## src/rtl/mcmf_ram.sv

```systemverilog
module mcmf_ram #(
   parameter int DEPTH = 64,
   parameter int WIDTH = 8,
   localparam int ADDR_W = (DEPTH > 1) ? $clog2(DEPTH) : 1
) (
   input  logic              clock,
   input  logic              wr_en,
   input  logic [ADDR_W-1:0] wr_addr,
   input  logic [WIDTH-1:0]  wr_data,
   input  logic              rd_en,
   input  logic [ADDR_W-1:0] rd_addr,
   output logic [WIDTH-1:0]  rd_data
);

   logic [WIDTH-1:0] mem [DEPTH];
   logic [WIDTH-1:0] rd_data_ff;

   // Single write port.
   always_ff @(posedge clock) begin
      if (wr_en) begin
         mem[wr_addr] <= wr_data;
      end
   end

   // Registered read; the data holds until the next read.
   always_ff @(posedge clock) begin
      if (rd_en) begin
         rd_data_ff <= mem[rd_addr];
      end
   end

   assign rd_data = rd_data_ff;

endmodule

```

## config.mk

```make
export PLATFORM = sky130hd
export DESIGN_NAME = mcmf_ram
export DESIGN_NICKNAME = d
export VERILOG_FILES = /design/src/rtl/mcmf_ram.sv
export SDC_FILE = /design/constraint.sdc
export NUM_CORES = 1
export LEC_CHECK = 0
export BUFFER_PORTS_ARGS = -buffer_cell sky130_fd_sc_hd__buf_4
export CAP_MARGIN = 15
export CORE_ASPECT_RATIO = 0.8
export CORE_MARGIN = 5
export CORE_UTILIZATION = 55
export CTS_BUF_LIST = sky130_fd_sc_hd__clkbuf_8
export CTS_CLUSTER_SIZE = 12
export DETAILED_ROUTE_END_ITERATION = 6
export HOLD_SLACK_MARGIN = 0.03
export PLACE_DENSITY = 0.74
export SYNTH_ARGS = -nofsm -noshare
export SYNTH_HDL_FRONTEND = slang
export SYNTH_SLANG_ARGS = --single-unit
```

## constraint.sdc

```tcl
create_clock -name clock -period 2.6 [get_ports clock]
set_input_delay 0 -clock clock [delete_from_list [all_inputs] [get_ports clock]]
set_output_delay 0 -clock clock [all_outputs]
set_load 0.01 [all_outputs]
```

==> results.py <==
metrics = {
    "status": {
        "status": "finished clean",
    },
    "floorplanning": {
        "std_cell_rows": 62,
        "dieArea_um2": 40800,
        "coreArea_um2": 36100,
        "die_w_um": 225,
        "ioPinCount": 31,
        "die_y_um": 182,
        "initial_utilization_pct": 56.0,
    },
    "worst_setup_path": {
        "crit_fanout": 1,
        "cp-end-kind": "flip-flop",
        "crit_start": "mem[47][2]",
        "r2r-end": "rd_data[2]",
        "arrival_ns": 2.47,
        "crit_required_ns": 2.92,
        "r2r_start": "mem[47][2]",
        "critPathLaunchType": "flip-flop",
        "cpPeakStageDelay_ns": 0.59,
        "cp_cell_sequence": "mux4_2, mux2_2, a221oi_1, o2bb2ai_1",
        "critPathKind": "flip-flop to flip-flop",
        "r2r_slack_ns": 0.45,
        "critPathSlowestCell": "a221oi_1",
        "reg2reg_depth": 4,
    },
    "drt": {
        "viasPerCell": 6.11,
        "first_pass_iters": 7,
        "drc": 0,
        "drt_iter0_drc": 1259,
        "antenna_left": 0,
        "wl_per_cell_um": 26.7,
        "drt_wl_total_um": 43500,
        "vias": 9950,
    },
    "finish": {
        "fin_area_um2": 22900,
        "most-common-layout-cells": "edfxtp_1, mux4_2, buf_4, nor2_1, clkbuf_8",
        "fin_util_pct": 63.4,
        "final_common_cell": "edfxtp_1",
        "multi_input_area_um2": 4320,
        "drive_above_1_share_pct": 29.9,
        "nets": 1121,
        "fillCellCount": 2476,
        "antennaDiodeCount": 0,
        "regArea_um2": 15600,
        "area_growth_pct": 13.2,
    },
    "global_route": {
        "grt_overflow": 0,
        "grt_pass1_wl_um": 65500,
        "grt_max_degree": 65,
        "grt_usage_pct": 21.8,
        "antenna_found_initial": 1,
        "grt_pass1_vias": 10100,
    },
    "placed_design": {
        "place_hpwl_um": 26600,
        "dp_slack_ns": 0.238,
        "portBuffers": 30,
        "routabilityCongestion": 0.821,
        "place_area_um2": 21400,
    },
    "yosys": {
        "synth-seq-cells": 520,
        "yosys_warnings": 0,
        "syn_area_um2": 20200,
        "yosysTopAreaCell": "edfxtp_1",
        "async_flop_share_pct": 0,
        "synthCells": 940,
        "synth-seq-area-share_pct": 77.1,
        "yosysUniqueCellTypes": 39,
        "synthFlopType": "edfxtp_1",
        "synth-edff-count": 520,
        "synth_nets": 963,
        "avgSynthCellArea_um2": 21.5,
        "ys_top_cells_by_area": "edfxtp_1, mux4_2, nor2_1, mux2i_1, mux2_2",
        "synth_top_cell_area_share_pct": 77.1,
    },
    "timing": {
        "drv_slew": 0,
        "fin_crit_ns": 2.15,
        "finalHoldViolCount": 0,
        "max_slew_margin_pct": 44.3,
        "setup_viol": 0,
        "min_period_over_period_pct": 82.7,
        "fmax_mhz": 465,
        "worstMarginPinSlew_ns": 0.833,
        "fin_skew_ns": 0.0267,
        "rsz0062_at_grt": "false",
        "fin_ws_ns": 0.450,
        "final.setup.tns_ns": 0,
    },
    "clocking": {
        "numCtsBuffers": 80,
        "clk_pin_slew_worst_paths_ns": 0.06,
        "clock-sinks": 520,
        "cts_buffer_depth": 3,
        "root_buffer": "clkbuf_8",
        "postCtsSetupRepairBufs": 0,
        "cts_tree": "done",
        "clock_latency_ns": 0.61,
        "cts_max_level": 3,
    },
    "min_path": {
        "hold_end": "mem[49][1]",
        "hp-start": "wr_en",
        "hp-class": "input port to flip-flop",
        "whs_path_depth": 3,
    },
    "pwr": {
        "power.density_nw_per_um2": 699,
        "peakVddDrop_uv": 384,
        "p_leak_nw": 7.42,
    },
    "flow_run": {
        "maxCapViolCount": 0,
    },
}
## flip-flops by register name (all words and copies together), names as in the netlist
name	count
mem	512
rd_data	8
## cell families after synthesis
kind of cell / synth area share (%)
AND/OR/NAND/NOR: 3.37
AO/OA/AOI/OAI: 2.06
multiplexers: 15.9
flip-flops: 77.1
buffers and inverters: 1.56
## critical path, delay by kind of cell (launching register included)
family | cells | cell delay [ns]
AO/OA/AOI/OAI | 2 | 0.75
flip-flops | 1 | 0.36
multiplexers | 2 | 0.77
## final cells by class
type                            count  area share, %
Clock inverter                     50          0.896
Clock buffer                       82           4.93
Multi-Input combinational cell    369           18.8
Tap cell                          480           2.62
Timing Repair Buffer              127           4.56
Sequential cell                   520           68.2
## Yosys cell counts, drive strengths merged (8+ instances only)
master,n
edfxtp,520
mux4,126
nor2,83
buf,34
mux2i,23
nand2,19
clkbuf,17
nor2b,14
mux2,13
nand3,13
o221ai,8
o22ai,8
## what timing repair did
action / 4_1_cts / 5_1_grt
hold buffers: 14 / 0
hold endpoints to repair: 588 / 0
gates resized for setup: 0 / 0
## per-stage QoR
step / std cells / hold slack [ns] / power (mW)
after CTS: 1628 / 0.0410 / 16.2
final: 1628 / 0.0879 / 16.0
after global routing: 1628 / 0.0734 / 16.6
after detailed placement: 1482 / 0.345 / 10.4
after floorplan: 940 / 0.0989 / 9.99
after global placement: 1482 / 0.336 / 10.3
## worst max path at each step
stage            endpoint  slack (ns)
2_1_floorplan  rd_data[4]        0.77
3_3_place_gp   rd_data[2]        0.25
3_5_place_dp   rd_data[2]        0.24
4_1_cts        rd_data[2]        0.45
5_1_grt        rd_data[2]        0.31
6_report       rd_data[2]        0.45
## layer usage
layer / up-vias / track usage (%) / wire (um)
met5: - / 0 / 13
met4: 2 / 5.06 / 731
met3: 57 / 6.12 / 4670
met2: 450 / 31.0 / 19400
met1: 5194 / 34.2 / 18700
li1: 4247 / - / -
## power breakdown
| part | internal, mW | leakage [nW] | switching, mW |
|---|---|---|---|
| combinational | 0.355 | 1.94 | 0.515 |
| clock | 2.90 | 0.798 | 2.92 |
| sequential | 9.30 | 4.69 | 0.0249 |
| total | 12.6 | 7.42 | 3.46 |
No activity file was read; power rests on OpenSTA's default activity.
